### config.mk
export PLATFORM = sky130hd
export DESIGN_NAME = next_fit_slot_allocator_flat
export DESIGN_NICKNAME = d
export VERILOG_FILES = /design/src/rtl/nfsa_pkg.sv /design/src/rtl/nfsa_if.sv /design/src/rtl/next_fit_slot_allocator.sv /design/src/rtl/nfsa_ctrl.sv /design/src/rtl/nfsa_dp.sv /design/src/flat_wrapper.sv
export SDC_FILE = /design/constraint.sdc
export NUM_CORES = 1
export LEC_CHECK = 0
export ABC_AREA = 1
export BUFFER_PORTS_ARGS = -buffer_cell sky130_fd_sc_hd__buf_2
export CAP_MARGIN = 20
export CORE_MARGIN = 4
export CORE_UTILIZATION = 55
export CTS_BUF_LIST = sky130_fd_sc_hd__clkbuf_2
export DETAILED_ROUTE_END_ITERATION = 8
export PLACE_DENSITY = 0.69
export SYNTH_ARGS = -nofsm -noshare
export SYNTH_HDL_FRONTEND = slang
export SYNTH_SLANG_ARGS = --single-unit
export TNS_END_PERCENT = 5
### constraint.sdc
create_clock -name i_clk -period 8.2 [get_ports i_clk]
set_input_delay 2.05 -clock i_clk [delete_from_list [all_inputs] [get_ports i_clk]]
set_output_delay 2.05 -clock i_clk [all_outputs]
set_load 0.02 [all_outputs]
### src/rtl/nfsa_pkg.sv
`timescale 1ns / 1ps
// ----------------------------------------------------------------------------
// nfsa_pkg
// Shared widths, operation and status codes, controller states and the
// command and status groups between the controller and the datapath.
// ----------------------------------------------------------------------------
package nfsa_pkg;

    localparam int WORD_W   = 32;
    localparam int WBIT_W   = 5;
    localparam int OP_W     = 2;
    localparam int SLOT_F_W = 8;
    localparam int TAG_W    = 24;
    localparam int ST_W     = 2;
    localparam int CNT_F_W  = 9;

    localparam logic [OP_W-1:0] OP_ALLOC = 2'd0;
    localparam logic [OP_W-1:0] OP_FREE  = 2'd1;
    localparam logic [OP_W-1:0] OP_COUNT = 2'd2;

    localparam logic [ST_W-1:0] ST_OK       = 2'd0;
    localparam logic [ST_W-1:0] ST_FULL     = 2'd1;
    localparam logic [ST_W-1:0] ST_NOT_USED = 2'd2;

    typedef enum logic [2:0] {
        S_CLEAR,
        S_IDLE,
        S_SCAN,
        S_FREE_RD,
        S_FREE_WR,
        S_FINISH
    } t_state;

    typedef struct packed {
        logic clear;
        logic start;
        logic scan;
        logic free_wr;
        logic load_out;
    } t_dp_cmd;

    typedef struct packed {
        logic clr_last;
        logic hit;
        logic miss;
    } t_dp_sts;

endpackage

### src/rtl/nfsa_if.sv
`timescale 1ns / 1ps
// ----------------------------------------------------------------------------
// nfsa_if
// Request and result channels of the slot allocator, valid/ready handshake.
// ----------------------------------------------------------------------------
interface nfsa_in_if;
    logic                          valid;
    logic                          ready;
    logic [nfsa_pkg::OP_W-1:0]     operation;
    logic [nfsa_pkg::SLOT_F_W-1:0] slot_to_free;
    logic [nfsa_pkg::TAG_W-1:0]    line_tag;

    modport source (output valid, output operation, output slot_to_free,
                    output line_tag, input ready);
    modport sink (input valid, input operation, input slot_to_free,
                  input line_tag, output ready);
endinterface

interface nfsa_out_if;
    logic                          valid;
    logic                          ready;
    logic [nfsa_pkg::SLOT_F_W-1:0] granted_slot;
    logic [nfsa_pkg::ST_W-1:0]     status;
    logic [nfsa_pkg::CNT_F_W-1:0]  used_count;

    modport source (output valid, output granted_slot, output status,
                    output used_count, input ready);
    modport sink (input valid, input granted_slot, input status,
                  input used_count, output ready);
endinterface

### src/rtl/next_fit_slot_allocator.sv
`timescale 1ns / 1ps
// Sequence: a count goes from accept straight to the result register; a free
// reads and then writes the flag word of the victim slot; an allocate scans
// flag words from the search position until a free slot or a full pool is found.
// One request at a time: a new request is accepted only after the result of the
// last one is loaded. The flag memory scan is one 32-slot word per cycle. After
// reset the block clears the flag memory before it accepts the first request.
// ----------------------------------------------------------------------------
// next_fit_slot_allocator
// Next-fit allocator over a pool of fixed slots with used counter.
// ----------------------------------------------------------------------------
module next_fit_slot_allocator #(
    parameter int NUM_SLOTS = 256
) (
    input  logic        i_clk,
    input  logic        i_rst_n,
    nfsa_in_if.sink     i_in,
    nfsa_out_if.source  o_out
);

    nfsa_pkg::t_dp_cmd cmd;
    nfsa_pkg::t_dp_sts sts;

    nfsa_ctrl u_ctrl (
        .i_clk       (i_clk),
        .i_rst_n     (i_rst_n),
        .i_in_valid  (i_in.valid),
        .i_op        (i_in.operation),
        .i_out_ready (o_out.ready),
        .i_sts       (sts),
        .o_in_ready  (i_in.ready),
        .o_out_valid (o_out.valid),
        .o_cmd       (cmd)
    );

    nfsa_dp #(
        .NUM_SLOTS (NUM_SLOTS)
    ) u_dp (
        .i_clk          (i_clk),
        .i_rst_n        (i_rst_n),
        .i_cmd          (cmd),
        .i_slot_to_free (i_in.slot_to_free),
        .i_line_tag     (i_in.line_tag),
        .o_sts          (sts),
        .o_granted_slot (o_out.granted_slot),
        .o_status       (o_out.status),
        .o_used_count   (o_out.used_count)
    );

endmodule

### src/rtl/nfsa_ctrl.sv
`timescale 1ns / 1ps
// ----------------------------------------------------------------------------
// nfsa_ctrl
// Controller: sequences the clearing pass, the word scan of an allocate,
// the read-modify-write of a free and the hand-off to the result register.
// ----------------------------------------------------------------------------
module nfsa_ctrl (
    input  logic                      i_clk,
    input  logic                      i_rst_n,
    input  logic                      i_in_valid,
    input  logic [nfsa_pkg::OP_W-1:0] i_op,
    input  logic                      i_out_ready,
    input  nfsa_pkg::t_dp_sts         i_sts,
    output logic                      o_in_ready,
    output logic                      o_out_valid,
    output nfsa_pkg::t_dp_cmd         o_cmd
);

    nfsa_pkg::t_state r_state, n_state;
    logic             r_out_valid, n_out_valid;

    always_ff @(posedge i_clk) begin
        if (!i_rst_n) begin
            r_state     <= nfsa_pkg::S_CLEAR;
            r_out_valid <= 1'b0;
        end else begin
            r_state     <= n_state;
            r_out_valid <= n_out_valid;
        end
    end

    always_comb begin
        n_state     = r_state;
        n_out_valid = r_out_valid && !i_out_ready;
        o_cmd       = '0;
        o_in_ready  = 1'b0;
        unique case (r_state)
            nfsa_pkg::S_CLEAR: begin
                o_cmd.clear = 1'b1;
                if (i_sts.clr_last) begin
                    n_state = nfsa_pkg::S_IDLE;
                end
            end
            nfsa_pkg::S_IDLE: begin
                o_in_ready = 1'b1;
                if (i_in_valid) begin
                    o_cmd.start = 1'b1;
                    case (i_op)
                        nfsa_pkg::OP_ALLOC: n_state = nfsa_pkg::S_SCAN;
                        nfsa_pkg::OP_FREE:  n_state = nfsa_pkg::S_FREE_RD;
                        default:            n_state = nfsa_pkg::S_FINISH;
                    endcase
                end
            end
            nfsa_pkg::S_SCAN: begin
                o_cmd.scan = 1'b1;
                if (i_sts.hit || i_sts.miss) begin
                    n_state = nfsa_pkg::S_FINISH;
                end
            end
            nfsa_pkg::S_FREE_RD: begin
                n_state = nfsa_pkg::S_FREE_WR;
            end
            nfsa_pkg::S_FREE_WR: begin
                o_cmd.free_wr = 1'b1;
                n_state       = nfsa_pkg::S_FINISH;
            end
            nfsa_pkg::S_FINISH: begin
                if (!r_out_valid || i_out_ready) begin
                    o_cmd.load_out = 1'b1;
                    n_out_valid    = 1'b1;
                    n_state        = nfsa_pkg::S_IDLE;
                end
            end
            default: begin
                n_state = nfsa_pkg::S_CLEAR;
            end
        endcase
    end

    assign o_out_valid = r_out_valid;

endmodule

### src/rtl/nfsa_dp.sv
`timescale 1ns / 1ps
// ----------------------------------------------------------------------------
// nfsa_dp
// Datapath: used flags packed into words of a memory, tag memory, search
// position, used counter, one-word-per-cycle rotating free-slot search and
// the result register.
// ----------------------------------------------------------------------------
module nfsa_dp #(
    parameter int NUM_SLOTS = 256
) (
    input  logic                          i_clk,
    input  logic                          i_rst_n,
    input  nfsa_pkg::t_dp_cmd             i_cmd,
    input  logic [nfsa_pkg::SLOT_F_W-1:0] i_slot_to_free,
    input  logic [nfsa_pkg::TAG_W-1:0]    i_line_tag,
    output nfsa_pkg::t_dp_sts             o_sts,
    output logic [nfsa_pkg::SLOT_F_W-1:0] o_granted_slot,
    output logic [nfsa_pkg::ST_W-1:0]     o_status,
    output logic [nfsa_pkg::CNT_F_W-1:0]  o_used_count
);

    localparam int WORD_W = nfsa_pkg::WORD_W;
    localparam int WBIT_W = nfsa_pkg::WBIT_W;
    localparam int NW     = (NUM_SLOTS + WORD_W - 1) / WORD_W;
    localparam int NW_W   = (NW > 1) ? $clog2(NW) : 1;
    localparam int IDX_W  = NW_W + WBIT_W;
    localparam int SLOT_W = $clog2(NUM_SLOTS);
    localparam int CNT_W  = $clog2(NUM_SLOTS + 1);
    localparam int VIS_W  = $clog2(NW + 2);
    localparam int CX_W   = (CNT_W > nfsa_pkg::CNT_F_W) ? CNT_W : nfsa_pkg::CNT_F_W;
    localparam int GX_W   = (IDX_W > nfsa_pkg::SLOT_F_W) ? IDX_W : nfsa_pkg::SLOT_F_W;

    logic [WORD_W-1:0]              r_flags [NW];
    logic [nfsa_pkg::TAG_W-1:0]     r_tags  [NUM_SLOTS];
    logic [WORD_W-1:0]              r_rdata;
    logic [IDX_W-1:0]               r_pos;
    logic [CNT_W-1:0]               r_count;
    logic [NW_W-1:0]                r_clr_addr;
    logic                           r_chk_v;
    logic [NW_W-1:0]                r_raddr;
    logic [VIS_W-1:0]               r_iss;
    logic [NW_W-1:0]                r_chk_word;
    logic [VIS_W-1:0]               r_chk_vis;
    logic [nfsa_pkg::SLOT_F_W-1:0]  r_victim;
    logic [nfsa_pkg::TAG_W-1:0]     r_tag;
    logic [IDX_W-1:0]               r_res_slot;
    logic [nfsa_pkg::ST_W-1:0]      r_res_st;
    logic [nfsa_pkg::SLOT_F_W-1:0]  r_out_slot;
    logic [nfsa_pkg::ST_W-1:0]      r_out_st;
    logic [nfsa_pkg::CNT_F_W-1:0]   r_out_cnt;

    logic [NW_W-1:0]   pos_word;
    logic [WBIT_W-1:0] pos_bit;
    logic [GX_W-1:0]   vx;
    logic [IDX_W-1:0]  vidx;
    logic [NW_W-1:0]   vword;
    logic [WBIT_W-1:0] vbit;
    logic              v_in_range;
    logic              vused;
    logic [NW_W-1:0]   rd_addr;
    logic              iss_en;
    logic [WORD_W-1:0] avail;
    logic              found;
    logic [WBIT_W-1:0] fbit;
    logic [IDX_W-1:0]  hidx;
    logic [IDX_W-1:0]  npos;
    logic              hit;
    logic              miss;
    logic [CX_W-1:0]   cx;
    logic [GX_W-1:0]   gx;

    assign pos_word   = r_pos[IDX_W-1:WBIT_W];
    assign pos_bit    = r_pos[WBIT_W-1:0];
    assign vx         = GX_W'(r_victim);
    assign vidx       = vx[IDX_W-1:0];
    assign vword      = vidx[IDX_W-1:WBIT_W];
    assign vbit       = vidx[WBIT_W-1:0];
    assign v_in_range = 32'(r_victim) < NUM_SLOTS;
    assign vused      = r_rdata[vbit];
    assign rd_addr    = i_cmd.scan ? r_raddr : vword;
    assign iss_en     = r_iss <= VIS_W'(NW);

    always_comb begin
        for (int b = 0; b < WORD_W; b++) begin
            avail[b] = (32'({r_chk_word, WBIT_W'(b)}) < NUM_SLOTS)
                     && ((r_chk_vis != '0) || (WBIT_W'(b) >= pos_bit))
                     && ((r_chk_vis != VIS_W'(NW)) || (WBIT_W'(b) < pos_bit))
                     && !r_rdata[b];
        end
    end

    always_comb begin
        fbit = '0;
        for (int b = WORD_W - 1; b >= 0; b--) begin
            if (avail[b]) begin
                fbit = WBIT_W'(b);
            end
        end
    end

    assign found = |avail;
    assign hidx  = {r_chk_word, fbit};
    assign npos  = (32'(hidx) == NUM_SLOTS - 1) ? '0 : hidx;
    assign hit   = i_cmd.scan && r_chk_v && found;
    assign miss  = i_cmd.scan && r_chk_v && !found && (r_chk_vis == VIS_W'(NW));

    assign o_sts.clr_last = r_clr_addr == NW_W'(NW - 1);
    assign o_sts.hit      = hit;
    assign o_sts.miss     = miss;

    always_ff @(posedge i_clk) begin
        if (!i_rst_n) begin
            r_pos      <= '0;
            r_count    <= '0;
            r_clr_addr <= '0;
            r_chk_v    <= 1'b0;
        end else begin
            if (i_cmd.clear) begin
                r_clr_addr <= r_clr_addr + NW_W'(1);
            end
            if (i_cmd.start) begin
                r_chk_v <= 1'b0;
            end else if (i_cmd.scan) begin
                r_chk_v <= iss_en;
            end
            if (hit) begin
                r_pos   <= npos;
                r_count <= r_count + CNT_W'(1);
            end else if (i_cmd.free_wr && v_in_range && vused) begin
                r_count <= r_count - CNT_W'(1);
            end
        end
    end

    always_ff @(posedge i_clk) begin
        if (i_cmd.start) begin
            r_victim   <= i_slot_to_free;
            r_tag      <= i_line_tag;
            r_raddr    <= pos_word;
            r_iss      <= '0;
            r_res_slot <= '0;
            r_res_st   <= nfsa_pkg::ST_OK;
        end
        if (i_cmd.scan) begin
            if (iss_en) begin
                r_raddr    <= (r_raddr == NW_W'(NW - 1)) ? '0 : r_raddr + NW_W'(1);
                r_iss      <= r_iss + VIS_W'(1);
                r_chk_word <= r_raddr;
                r_chk_vis  <= r_iss;
            end
            if (hit) begin
                r_res_slot <= hidx;
            end
            if (miss) begin
                r_res_st <= nfsa_pkg::ST_FULL;
            end
        end
        if (i_cmd.free_wr && (!v_in_range || !vused)) begin
            r_res_st <= nfsa_pkg::ST_NOT_USED;
        end
        if (i_cmd.load_out) begin
            r_out_slot <= gx[nfsa_pkg::SLOT_F_W-1:0];
            r_out_st   <= r_res_st;
            r_out_cnt  <= cx[nfsa_pkg::CNT_F_W-1:0];
        end
    end

    always_ff @(posedge i_clk) begin
        r_rdata <= r_flags[rd_addr];
        if (i_cmd.clear) begin
            r_flags[r_clr_addr] <= '0;
        end else if (hit) begin
            r_flags[r_chk_word] <= r_rdata | (WORD_W'(1) << fbit);
        end else if (i_cmd.free_wr && v_in_range && vused) begin
            r_flags[vword] <= r_rdata & ~(WORD_W'(1) << vbit);
        end
    end

    always_ff @(posedge i_clk) begin
        if (hit) begin
            r_tags[hidx[SLOT_W-1:0]] <= r_tag;
        end else if (i_cmd.free_wr && v_in_range) begin
            r_tags[vidx[SLOT_W-1:0]] <= '0;
        end
    end

    assign cx             = CX_W'(r_count);
    assign gx             = GX_W'(r_res_slot);
    assign o_granted_slot = r_out_slot;
    assign o_status       = r_out_st;
    assign o_used_count   = r_out_cnt;

endmodule

### src/flat_wrapper.sv
// flat-port wrapper written by rule: the top's interface ports become plain ports
module next_fit_slot_allocator_flat 
#(
    parameter int NUM_SLOTS = 256
)
  (i_clk, i_rst_n, i_in_valid, i_in_operation, i_in_slot_to_free, i_in_line_tag, i_in_ready, o_out_valid, o_out_granted_slot, o_out_status, o_out_used_count, o_out_ready);
  nfsa_in_if i_in_i ();
  nfsa_out_if o_out_i ();
  input  logic i_clk;
  input  logic i_rst_n;
  input wire logic [$bits(i_in_i.valid)-1:0] i_in_valid;
  input wire logic [$bits(i_in_i.operation)-1:0] i_in_operation;
  input wire logic [$bits(i_in_i.slot_to_free)-1:0] i_in_slot_to_free;
  input wire logic [$bits(i_in_i.line_tag)-1:0] i_in_line_tag;
  output wire logic [$bits(i_in_i.ready)-1:0] i_in_ready;
  output wire logic [$bits(o_out_i.valid)-1:0] o_out_valid;
  output wire logic [$bits(o_out_i.granted_slot)-1:0] o_out_granted_slot;
  output wire logic [$bits(o_out_i.status)-1:0] o_out_status;
  output wire logic [$bits(o_out_i.used_count)-1:0] o_out_used_count;
  input wire logic [$bits(o_out_i.ready)-1:0] o_out_ready;
  assign i_in_i.valid = i_in_valid;
  assign i_in_i.operation = i_in_operation;
  assign i_in_i.slot_to_free = i_in_slot_to_free;
  assign i_in_i.line_tag = i_in_line_tag;
  assign i_in_ready = i_in_i.ready;
  assign o_out_valid = o_out_i.valid;
  assign o_out_granted_slot = o_out_i.granted_slot;
  assign o_out_status = o_out_i.status;
  assign o_out_used_count = o_out_i.used_count;
  assign o_out_i.ready = o_out_ready;
  next_fit_slot_allocator #(.NUM_SLOTS(NUM_SLOTS)) u_core (.i_clk(i_clk), .i_rst_n(i_rst_n), .i_in(i_in_i), .o_out(o_out_i));
endmodule
## After elaboration in Yosys (flattened, before gate mapping)

Memories as Yosys holds them, arrays and structs flattened. A register that Yosys moved wholly into a read port is not among the register bits.
Index checks and enable logic that the tools add are counted.

| word-level totals | value |
|---|---|
| logic and storage cells | 374 |
| RAM bits | 256 |
| memories | 1 |
| bits in registers | 76 |
| output and inout bits | 21 |
| input bits | 38 |

Memory list:

| name | depth | width | read ports | clocked after Yosys merged registers in | write ports | RTL line | source |
|---|---|---|---|---|---|---|---|
| u_core.u_dp.r_flags | 8 | 32 | 1 | 1 | 1 | nfsa_dp.sv:33 | `logic [WORD_W-1:0] r_flags [NW];` |

| operators by class | value |
|---|---|
| mux-type cells | 82 |
| reductions and logical operators | 183 |
| equal/unequal tests | 15 |
| add/subtract/negate cells | 5 |
| shifts and indexed selects | 2 |
| bitwise operators | 4 |
| order comparisons | 66 |

Operators by type and width:

| operator | count |
|---|---|
| 5-bit two-way mux | 32 |
| 32-bit OR reduction | 3 |
| 5-bit greater-or-equal comparator, first input constant | 16 |
| 5-bit less-than comparator, first input constant | 16 |
| 1-bit logical AND | 71 |
| 1-bit logical OR | 66 |
| 32-bit two-way mux | 2 |
| 1-bit by 5-bit left shift with 32-bit output, first input constant | 2 |
| 4-bit by 5-bit greater-or-equal comparator with 1-bit output, first input constant | 8 |
| 4-bit by 5-bit less-than comparator with 1-bit output, first input constant | 8 |
| 1-bit logical NOT | 36 |
| 3-bit two-way mux | 11 |
| 32-bit AND | 1 |
| 8-bit two-way mux | 4 |
| 32-bit NOT | 1 |
| 32-bit OR | 1 |
| 1-bit two-way mux | 22 |
| 3-bit by 5-bit greater-or-equal comparator with 1-bit output, first input constant | 4 |
| 3-bit by 5-bit less-than comparator with 1-bit output, first input constant | 4 |
| 9-bit two-way mux | 2 |
| 3-bit one-hot mux with 6 select lines | 1 |
| 3-bit equality test, second input constant | 4 |
| 4-bit two-way mux | 3 |
| 1-bit by 5-bit greater-or-equal comparator with 1-bit output, first input constant | 2 |
| other kinds (28) | 37 |

## Depth between registers and ports, before layout

Gate-level depths: netlist of the first run.

| logic depth | value |
|---|---|
| depth in word-level cells | 40 |
| gate-level depth with buffers | 43 |
| mapped depth without buffers | 42 |

## By module

A second synthesis of the first run with hierarchy kept.

| second synthesis, totals | value |
|---|---|
| cell total of the unflattened synthesis | 1606 |
| area, all modules | 16128.0 µm² |

Modules (own cells, without submodules):

| module | cells each | instances | seq. area each (µm²) | area each (µm²) |
|---|---|---|---|---|
| nfsa_dp | 1549 | 1 | 10109.7 | 15801.4 |
| nfsa_ctrl | 57 | 1 | 80.1 | 326.6 |

## Least setup slack after synthesis of the first run

No wires, ideal clock.

| timing path | value |
|---|---|
| path kind | reg2reg |
| start point | register u_core.u_dp.r_chk_vis[0] |
| end point | memory u_core.u_dp.r_flags[0][0], enable pin |
| period minus slack after synthesis | 4.240 ns |
| path buffers | 1 |
| library setup time | 0.421 ns |
| data arrival time | 3.819 ns |
| data required time | 7.779 ns |
| cell stages (with the launch flop) | 25 |
| setup slack | 3.960 ns |
| cells stage by stage | edfxtp_1 inv_1 nand2_2 nor2_8 clkbuf_1 nand2_1 o2111ai_1 nand2_1 inv_1 nand2_1 inv_1 nand2_1 nor2_1 inv_1 nor2_1 inv_1 nand2_1 inv_2 nand2_1 o21ai_0 nand2_1 o21ai_0 inv_1 nand2_1 nor2_1 |

| on the way | value |
|---|---|
| cells in the longest elaborated chain, start to end | 12 |
| elaborated cells between the ends (all ways) | 144 |
| those cells by class | eq/ne (1); mux (10); reduce/logical (133) |

RTL lines:

| element | RTL line | source |
|---|---|---|
| start, declared | nfsa_dp.sv:43 | `logic [VIS_W-1:0] r_chk_vis;` |
| start signal, assigned | nfsa_dp.sv:149 | `r_chk_vis <= r_iss;` |
| 4-bit inequality test or 4-bit nonzero test (tied branches) | nfsa_dp.sv:87, nfsa_dp.sv:86 |  |
| 1-bit logical OR, on equally long branches | nfsa_dp.sv:87, nfsa_dp.sv:86 |  |
| 1-bit logical AND | nfsa_dp.sv:87 | `&& ((r_chk_vis != VIS_W'(NW)) \|\| (WBIT_W'(b) < pos_bit))` |
| 1-bit logical AND | nfsa_dp.sv:88 | `&& !r_rdata[b];` |
| 32-bit OR reduction (*) | nfsa_dp.sv:101 | `assign found = \|avail;` |
| 1-bit logical AND (*) | nfsa_dp.sv:104 | `assign hit = i_cmd.scan && r_chk_v && found;` |
| 1-bit two-way mux | nfsa_dp.sv:172 | `end else if (hit) begin` |
| 1-bit two-way mux | nfsa_dp.sv:170 | `if (i_cmd.clear) begin` |
| 1-bit two-way mux (implied by the code) | nfsa_dp.sv:173 | `r_flags[r_chk_word] <= r_rdata \| (WORD_W'(1) << fbit);` |
| 32-bit OR reduction (no source line) | n/a |  |
| 3-bit two-way mux (no source line) or 1-bit two-way mux (tied branches) (2 in a row) | n/a |  |
| end, declared | nfsa_dp.sv:33 |  |

Mark *: on every way between the ends. The rest lies on a longest branch, timed or not.

## Worst setup path after layout of the first run

| timing path | value |
|---|---|
| start point | register u_core.u_dp.r_chk_vis[1] |
| end point | register u_core.u_dp.r_count[8] (netlist: u_core.u_dp.cx[8]) |

| on the way | value |
|---|---|
| cells in the longest elaborated chain, start to end | 7 |
| elaborated cells between the ends (all ways) | 134 |
| those cells by class | eq/ne (1); mux (1); reduce/logical (132) |

RTL lines:

| element | RTL line | source |
|---|---|---|
| 4-bit inequality test or 4-bit nonzero test (tied branches) | nfsa_dp.sv:87, nfsa_dp.sv:86 |  |
| 1-bit logical OR, on equally long branches | nfsa_dp.sv:87, nfsa_dp.sv:86 |  |
| 1-bit logical AND | nfsa_dp.sv:87 |  |
| 1-bit logical AND | nfsa_dp.sv:88 |  |
| 32-bit OR reduction (*) | nfsa_dp.sv:101 |  |
| 1-bit logical AND (*) | nfsa_dp.sv:104 |  |
| 9-bit two-way mux or 2-bit nonzero test (tied branches) | n/a |  |
| end signal, assigned | nfsa_dp.sv:128 | `r_count <= r_count + CNT_W'(1);` |
| end signal, assigned | nfsa_dp.sv:130 | `r_count <= r_count - CNT_W'(1);` |
| end, declared | nfsa_dp.sv:37 | `logic [CNT_W-1:0] r_count;` |

Marked as above.
A chain may end at the register's enable or synchronous reset.

==> impl_metrics.py, run 1 <==
metrics = {
    "routing": {
        "routedWlPerCell_um": 19.0,
        "detailedRoute.firstIterationViolations": 831,
        "drc": 0,
        "finalWirelength_mm": 39.0,
        "detailedRoute.firstPassIterationCount": 6,
        "route.vias.total": 11832,
        "post_drt_via_cell_ratio": 5.77,
        "final_antenna_net_count": 0,
    },
    "yosys": {
        "synth_enable_flop_cells": 290,
        "netlist_top_cells_area": "edfxtp_1 (54%), dfxtp_1 (9.2%), o21ai_0 (5.7%)",
        "synthFlopType": "edfxtp_1",
        "ys_warn_count": 0,
        "synthesized_netlist_net_count": 1580,
        "post_synth_instance_area_um2": 16000,
        "asyncSetResetFlopFracSynth_pct": 0,
        "post-synth-top-area-cell": "edfxtp_1",
        "ys_ff_latch": 364,
        "ys_seq_area_share_pct": 63.5,
        "mean_instance_size_in_the_synthesized_netlist_um2": 10.5,
        "synth_cell_types": 50,
        "synthesis.instances": 1528,
        "yosysTopAreaCellShare_pct": 54.3,
    },
    "sta": {
        "slew_headroom_pct": 30.0,
        "finalCritPeriodShare_pct": 60.0,
        "min_period_ns": 4.92,
        "timing.final.max_slew_violations": 0,
        "report.final.hold_viol_count": 0,
        "worst_clock_skew_ns": 0.0661,
        "setup_tns_ns": 0,
        "setup_viol_count_final": 0,
        "timing.fmax_mhz": 203,
        "worst_slew_pin_slew_ns": 1.05,
        "rsz0062_at_grt": "no",
    },
    "critical_path": {
        "crit_fanout": 41,
        "worst_path_required_time_ns": 8.99,
        "end_kind": "flip-flop",
        "worstPathArrival_ns": 5.71,
        "timing.reg2reg.worst_path_depth": 24,
        "setup.worst_path.class": "flip-flop to flip-flop",
        "start_kind": "flip-flop",
    },
    "min_path": {
        "hold-path-cell-count": 0,
        "worstHoldPathType": "flip-flop to flip-flop",
    },
    "clock_network": {
        "path_clk_slew_ns": 0.10,
        "clk_latency_ns": 0.89,
        "number_of_clock_buffers_inserted_by_tritoncts": 89,
        "cts.root.buffer_cell": "clkbuf_2",
        "clk_path_buf_depth": 3,
        "cts.sinks": 364,
        "buffers_inserted_during_post_cts_setup_optimization": 0,
        "cts.hold.buffers_added": 0,
        "post_cts_resize_count": 0,
        "cts_max_level": 3,
        "tritoncts": "yes",
    },
    "floorplanning": {
        "placement_rows": 62,
        "pin_count": 59,
        "die_w_um": 179,
        "design.die.area_um2": 32000,
        "initial_utilization_pct": 55.9,
        "die-height_um": 179,
        "core_ar_um2": 28700,
    },
    "pwr": {
        "power.ir.vdd_worst_mv": 0.176,
        "leakage_nw": 6.59,
        "power-per-cell-area_nw_per_um2": 352,
    },
    "final_layout": {
        "area_growth_syn_to_layout_pct": 8.59,
        "fin_util_pct": 60.7,
        "nNetsFinal": 1643,
        "layout-drive-gt1-share_pct": 15.3,
    },
    "grt": {
        "first_global_vias": 11286,
        "grt_start_max_net_pins": 110,
        "antenna_found_initial": 1,
        "grt_use_total_pct": 24.5,
        "grt_remaining_overflow": 0,
        "grt_first_pass_wirelength_mm": 60.2,
    },
    "placed_design": {
        "io_buffer_count": 34,
        "place_hpwl_mm": 22.8,
        "finalWeightedCongestion": 0.943,
    },
    "job": {
        "maxCapViolCount": 0,
    },
    "status": {
        "run_status": "complete, no violations",
    },
}
state kept, by name (all words and copies together) (netlist names), 4 cells and up:
register                    flops
u_core.u_dp.cx                  9
u_core.u_dp.gx                  8
u_core.u_dp.o_granted_slot      8
u_core.u_dp.o_used_count        9
u_core.u_dp.r_chk_vis           4
u_core.u_dp.r_flags           256
u_core.u_dp.r_iss               4
u_core.u_dp.r_pos               8
u_core.u_dp.r_rdata            32
u_core.u_dp.r_victim            8
final cells by class:
class,count,area (um^2)
fill,2472,11300
tap,384,480
clock inverter,30,146
timing repair buffer,56,335
clock buffer,134,671
inverter,114,428
multi-input combinational,966,5170
sequential,364,10200
antenna,1,2.50
where the power goes:
group / internal [W] / switching [W]
Combinational: 0.000647 / 0.00152
Sequential: 0.00258 / 0.000229
Clock: 0.000445 / 0.000704
cells in the final DEF (no fill, tap or decap), drive strengths merged, types with 2 or more instances in the layout:
cell and count:
o211ai 9, clkinv 28, o21ai 199, nor3 12
nor2 183, edfxtp 290, a31oi 34, ha 13
a221oi 2, inv 114, o31ai 5, o311ai 2
clkinvlp 2, buf 56, o21bai 68, nand4 32
dfxtp 74, o22ai 41, clkbuf 134, nand3 62
nor4 14, xnor2 5, a211oi 7, a22oi 5
nand2 208, o2111ai 2, a21oi 55
critical path: stages, from the launching register on:
cell      delay (ns)
edfxtp_1        0.39
nor2_1          0.11
nand3_1         0.53
o311ai_1        0.59
nand2_1         0.15
nor2_1          0.13
nand2_1         0.08
nor3_1          0.42
inv_1           0.08
nor2_1          0.13
inv_1           0.05
nand2_1         0.08
buf_4           0.40
ha_1            0.36
a21oi_1         0.16
nand2_1         0.09
a21oi_1         0.13
o21bai_1        0.11
nand2_1         0.08
nand2_1         0.05
a21oi_1         0.21
nor2_1          0.07
a21oi_1         0.19
o21ai_0         0.11
a21oi_1         0.12
cells in the mapped netlist, types with 7 or more instances:
library cell and count:
a31oi_1 34, nand4_1 31, a21oi_1 54, o21bai_1 68
nor3_1 11, buf_2 8, o22ai_1 41, ha_1 13
clkbuf_1 68, o21ai_0 182, dfxtp_1 74, nand3_1 57
nand2_1 199, a211oi_1 7, inv_2 11, o211ai_1 9
nor4_1 14, inv_1 101, edfxtp_1 290, o21ai_1 17
nor2_1 173
stage by stage:
stage	total power (W)	hold slack (ns)	setup slack, ns	std cells	area [um^2]
after floorplan	0.00429	0.409	3.96	1528	16000
after global placement	0.00493	0.415	3.41	1883	16600
after detailed placement	0.00499	0.414	3.39	1883	16600
after CTS	0.00615	0.429	3.34	2047	17400
after global routing	0.00654	0.451	2.74	2049	17400
final	0.00612	0.431	3.28	2049	17400
logic make-up (layout without fill, tap and decap cells):
kind of cell | Yosys count | in the layout | share of synthesized area [%]
buf+inv | 198 | 334 | 4.88
other cells | 0 | 1 | 0
compound gates | 433 | 433 | 15.8
fa+ha+maj | 14 | 14 | 1.14
xor+xnor | 6 | 6 | 0.328
simple gates | 513 | 513 | 14.3
flops | 364 | 364 | 63.5
path summary, 6_finish.rpt:
kind                                          startpoint                             to  slack (ns)
worst max register to register  u_core.u_dp.r_chk_vis[1]              u_core.u_dp.cx[8]        3.28
worst min-delay path                   u_core.u_dp.gx[0]  u_core.u_dp.o_granted_slot[0]        0.43
worst max-delay path            u_core.u_dp.r_chk_vis[1]              u_core.u_dp.cx[8]        3.28
worst min register to register         u_core.u_dp.gx[0]  u_core.u_dp.o_granted_slot[0]        0.43
layer usage:
metal | track usage [%] | routed length, um | part of all wire (%)
met5 | 0 | 0 | 0
met4 | 10.2 | 1220 | 3.1
met3 | 5.27 | 2760 | 7.1
met2 | 39.3 | 18100 | 47
met1 | 32.7 | 16900 | 43
(Power assumes the default switching activity.)
==> run 2: changes to the inputs <==
--- a/config.mk
+++ b/config.mk
@@ -5,14 +5,14 @@
 export SDC_FILE = /design/constraint.sdc
 export NUM_CORES = 1
 export LEC_CHECK = 0
-export ABC_AREA = 1
+export ABC_AREA = 0
 export BUFFER_PORTS_ARGS = -buffer_cell sky130_fd_sc_hd__buf_2
 export CAP_MARGIN = 20
 export CORE_MARGIN = 4
 export CORE_UTILIZATION = 55
 export CTS_BUF_LIST = sky130_fd_sc_hd__clkbuf_2
 export DETAILED_ROUTE_END_ITERATION = 8
-export PLACE_DENSITY = 0.69
+export PLACE_DENSITY = 0.72
 export SYNTH_ARGS = -nofsm -noshare
 export SYNTH_HDL_FRONTEND = slang
 export SYNTH_SLANG_ARGS = --single-unit
==> constraint.sdc (replaced) <==
create_clock -name i_clk -period 4.1 [get_ports i_clk]
set_input_delay 1.025 -clock i_clk [delete_from_list [all_inputs] [get_ports i_clk]]
set_output_delay 1.025 -clock i_clk [all_outputs]
set_load 0.02 [all_outputs]
==> run 2 against run 1 <==
Against the previous run:
- sequential share of layout area fell by 6.0 points
- routed wire length rose by 18%
- area after synthesis rose by 6.8%
- sequential cell count did not move
- clock skew rose by 0.0092 ns
- die area rose by 6.5%
- first-iteration DRC count rose by 59%
- power rose by 58%
- core utilization rose by 2.6 points
- sequential power rose by 86%
- count of clock-buffer cells in the layout rose by 6
- critical path type unchanged
==> impl_metrics.py, run 2 <==
metrics = {
    "final_layout": {
        "area_growth_syn_to_layout_pct": 13.3,
        "most_common_cell_after_layout_fill_and_taps_aside": "nand2_1",
        "largest_reg_flops": 256,
        "layout-drive-gt1-share_pct": 20.9,
        "registers.top_by_ff_count": "u_core.u_dp.r_flags",
        "layout_top_registers": "u_core.u_dp.r_flags (256), u_core.u_dp.r_rdata (32)",
        "most-common-layout-cells": "nand2_1 (334), edfxtp_1 (290), nand3_1 (199)",
        "nNetsFinal": 1784,
        "finalInstanceArea_um2": 19400,
        "post_layout_nonfiller_instances": 2202,
    },
    "pwr": {
        "net-switching-power_w": 0.00317,
        "power.clock.fraction_pct": 24.7,
        "pwr-share-comb_pct": 21.5,
        "power-per-cell-area_nw_per_um2": 499,
        "power.ir.vdd_worst_mv": 0.399,
        "leakage_nw": 7.42,
        "fraction_of_power_spent_switching_nets_pct": 32.7,
        "register_share_of_total_power_pct": 53.8,
        "internal-power_w": 0.00652,
    },
    "critical_path": {
        "setup.reg_to_reg.worst_slack_ns": 0.10,
        "crit_path_buf_inv_count": 4,
        "critical_path.most_common_cell": "o21ai_0",
        "slowest_stage_delay_cp_ns": 0.40,
        "critPathTopFamily": "compound AO/OA/AOI/OAI gates",
        "timing.reg2reg.worst_path_depth": 19,
        "worst_path_required_time_ns": 4.93,
        "end_kind": "flip-flop",
        "worst_r2r_end": "u_core.u_dp.cx[7]",
        "setup.worst_path.class": "flip-flop to flip-flop",
        "critical-path-slowest-cell": "or3_1",
        "start_kind": "flip-flop",
        "critical_path.cell_chain": "buf_12, or3_1, buf_4, o21ai_0, a31o_2, nand3_1, nor4_4, a21oi_4, inv_2, buf_4, ha_1, a21o_1, a21oi_1, o21bai_1, a21oi_2, o21ai_0, xor2_1, o21ai_0, a21oi_1",
        "crit_fanout": 22,
        "worstReg2RegStart": "u_core.u_dp.r_pos[2]",
        "worstPathArrival_ns": 4.83,
    },
    "routing": {
        "post_drt_via_cell_ratio": 6.17,
        "final_antenna_net_count": 0,
        "routedWlPerCell_um": 20.9,
        "detailedRoute.firstIterationViolations": 1321,
        "route.vias.total": 13591,
        "drc": 0,
        "finalWirelength_mm": 46.0,
        "detailedRoute.firstPassIterationCount": 7,
    },
    "min_path": {
        "worstHoldPathType": "input pin to flip-flop",
        "hold-path-cell-count": 1,
        "timing.hold.worst_endpoint": "u_core.u_dp.r_victim[7]",
        "hold_path_startpoint": "i_in_slot_to_free[7]",
    },
    "grt": {
        "antenna_found_initial": 1,
        "grt_first_pass_wirelength_mm": 71.6,
        "grt_start_max_net_pins": 97,
        "grt_remaining_overflow": 0,
        "grt_use_total_pct": 26.9,
        "first_global_vias": 12979,
    },
    "clock_network": {
        "tritoncts": "yes",
        "clk_path_buf_depth": 3,
        "path_clk_slew_ns": 0.10,
        "cts.hold.buffers_added": 0,
        "cts_max_level": 3,
        "number_of_clock_buffers_inserted_by_tritoncts": 88,
        "clk_latency_ns": 0.94,
        "cts.sinks": 364,
        "cts.root.buffer_cell": "clkbuf_2",
    },
    "yosys": {
        "ys_seq_area_share_pct": 59.4,
        "post_synth_instance_area_um2": 17100,
        "synthesized_netlist_net_count": 1658,
        "ys_ff_latch": 364,
        "netlist_top_cells_area": "edfxtp_1 (51%), dfxtp_1 (8.6%), nand2_1 (7.3%)",
        "synthMostInstantiatedCell": "nand2_1",
        "ys_warn_count": 0,
        "post-synth-top-area-cell": "edfxtp_1",
        "mean_instance_size_in_the_synthesized_netlist_um2": 10.7,
        "synthFlopType": "edfxtp_1",
        "synth_enable_flop_cells": 290,
        "synth.top_cells.by_count": "nand2_1 (334), edfxtp_1 (290), nand3_1 (199)",
        "yosysTopAreaCellShare_pct": 50.8,
        "synth_cell_types": 94,
        "synthesis.instances": 1606,
        "asyncSetResetFlopFracSynth_pct": 0,
    },
    "floorplanning": {
        "core_ar_um2": 30700,
        "die-height_um": 185,
        "placement_rows": 64,
        "die_w_um": 185,
        "design.die.area_um2": 34100,
        "initial_utilization_pct": 55.9,
        "pin_count": 59,
    },
    "sta": {
        "timing.final.max_slew_violations": 0,
        "rsz0062_at_grt": "yes",
        "setup_viol_count_final": 0,
        "timing.fmax_mhz": 250,
        "report.final.hold_viol_count": 0,
        "finalCritPeriodShare_pct": 97.5,
        "slew_headroom_pct": 32.9,
        "min_period_ns": 4.00,
        "worst_clock_skew_ns": 0.0752,
        "worst_slew_pin_slew_ns": 0.999,
        "setup_tns_ns": 0,
        "hold-worst-slack_ns": 0.300,
    },
    "placed_design": {
        "placement.cell_area_um2": 18500,
        "finalWeightedCongestion": 0.979,
        "placed_cells_incl_taps": 2034,
        "place_hpwl_mm": 28.6,
        "io_buffer_count": 34,
    },
    "status": {
        "run_status": "complete, no violations",
    },
    "job": {
        "maxCapViolCount": 0,
    },
}
==> run 2: cell count changes in the layout (fill, tap and decap cells not counted), sizes merged, moves of 18 or more <==
cell	before	now
nor2	183	41
nand2	208	335
o22ai	41	3
o21ai	199	126
inv	114	21
o21bai	68	5
a21oi	55	92
nand3	62	199
buf	56	155
a31oi	34	11
nand4	32	14
==> run 2: per-layer routing <==
metal / part of all wire (%) / up-vias / GRT usage (%)
li1: - / 6287 / -
met1: 42 / 6540 / 37.4
met2: 47 / 650 / 42.4
met3: 8.1 / 114 / 5.37
met4: 2.6 / 0 / 9.82
met5: 0 / - / 0
==> run 2: power by group through the flow <==
stage | sequential (W) | combinational (W) | clock [W]
3_5_place_dp | 0.00527 | 0.00207 | 0
4_1_cts | 0.00519 | 0.00207 | 0.00246
5_1_grt | 0.00526 | 0.00226 | 0.00266
3_3_place_gp | 0.00524 | 0.00202 | 0
6_report | 0.00522 | 0.00208 | 0.00240
2_1_floorplan | 0.00510 | 0.00125 | 0
==> run 2: worst max path at each step <==
stage	start	endpoint	slack, ns	depth (start not counted)
floorplan	u_core.u_dp.r_victim[1]	u_core.u_dp.r_flags[3][0]	-0.95	8
global placement	u_core.u_dp.r_chk_vis[2]	u_core.u_dp.cx[8]	0.12	17
detailed placement	u_core.u_dp.r_chk_vis[2]	u_core.u_dp.cx[8]	0.07	17
CTS	u_core.u_dp.r_chk_vis[2]	u_core.u_dp.cx[8]	0.03	17
global route	u_core.u_dp.r_pos[2]	u_core.u_dp.cx[8]	-0.17	18
finish	u_core.u_dp.r_pos[2]	u_core.u_dp.cx[7]	0.10	19
==> run 2: timing repair <==
action,CTS,global route
resized for setup,0,28
setup endpoints to repair,0,210
setup buffers,0,2
==> run 2: logic make-up after synthesis <==
family / after synthesis / synth area share, %
XOR/XNOR: 13 / 0.664
adder cells (fa/ha/maj): 14 / 1.07
buffers and inverters: 140 / 3.96
flip-flops: 364 / 59.4
AO/OA/AOI/OAI: 373 / 14.5
multiplexers: 24 / 2.15
AND/OR/NAND/NOR: 678 / 18.2
==> run 2: through the flow <==
stage | total power, W | setup slack [ns] | utilization [%]
detailed placement | 0.00734 | 0.0670 | 60.3
CTS | 0.00972 | 0.0284 | 63.0
global placement | 0.00726 | 0.119 | 60.3
finish | 0.00969 | 0.103 | 63.3
floorplan | 0.00635 | -0.947 | -
global route | 0.0102 | -0.173 | 63.3
==> run 2: final cells by class <==
cell class                 count  area, um^2
antenna                        1        2.50
clock buffer                 140         701
clock inverter                23         135
fill                        2456       11300
inverter                      20        75.1
multi-input combinational   1102        6470
sequential                   364       10200
tap                          396         495
timing repair buffer         156        1350
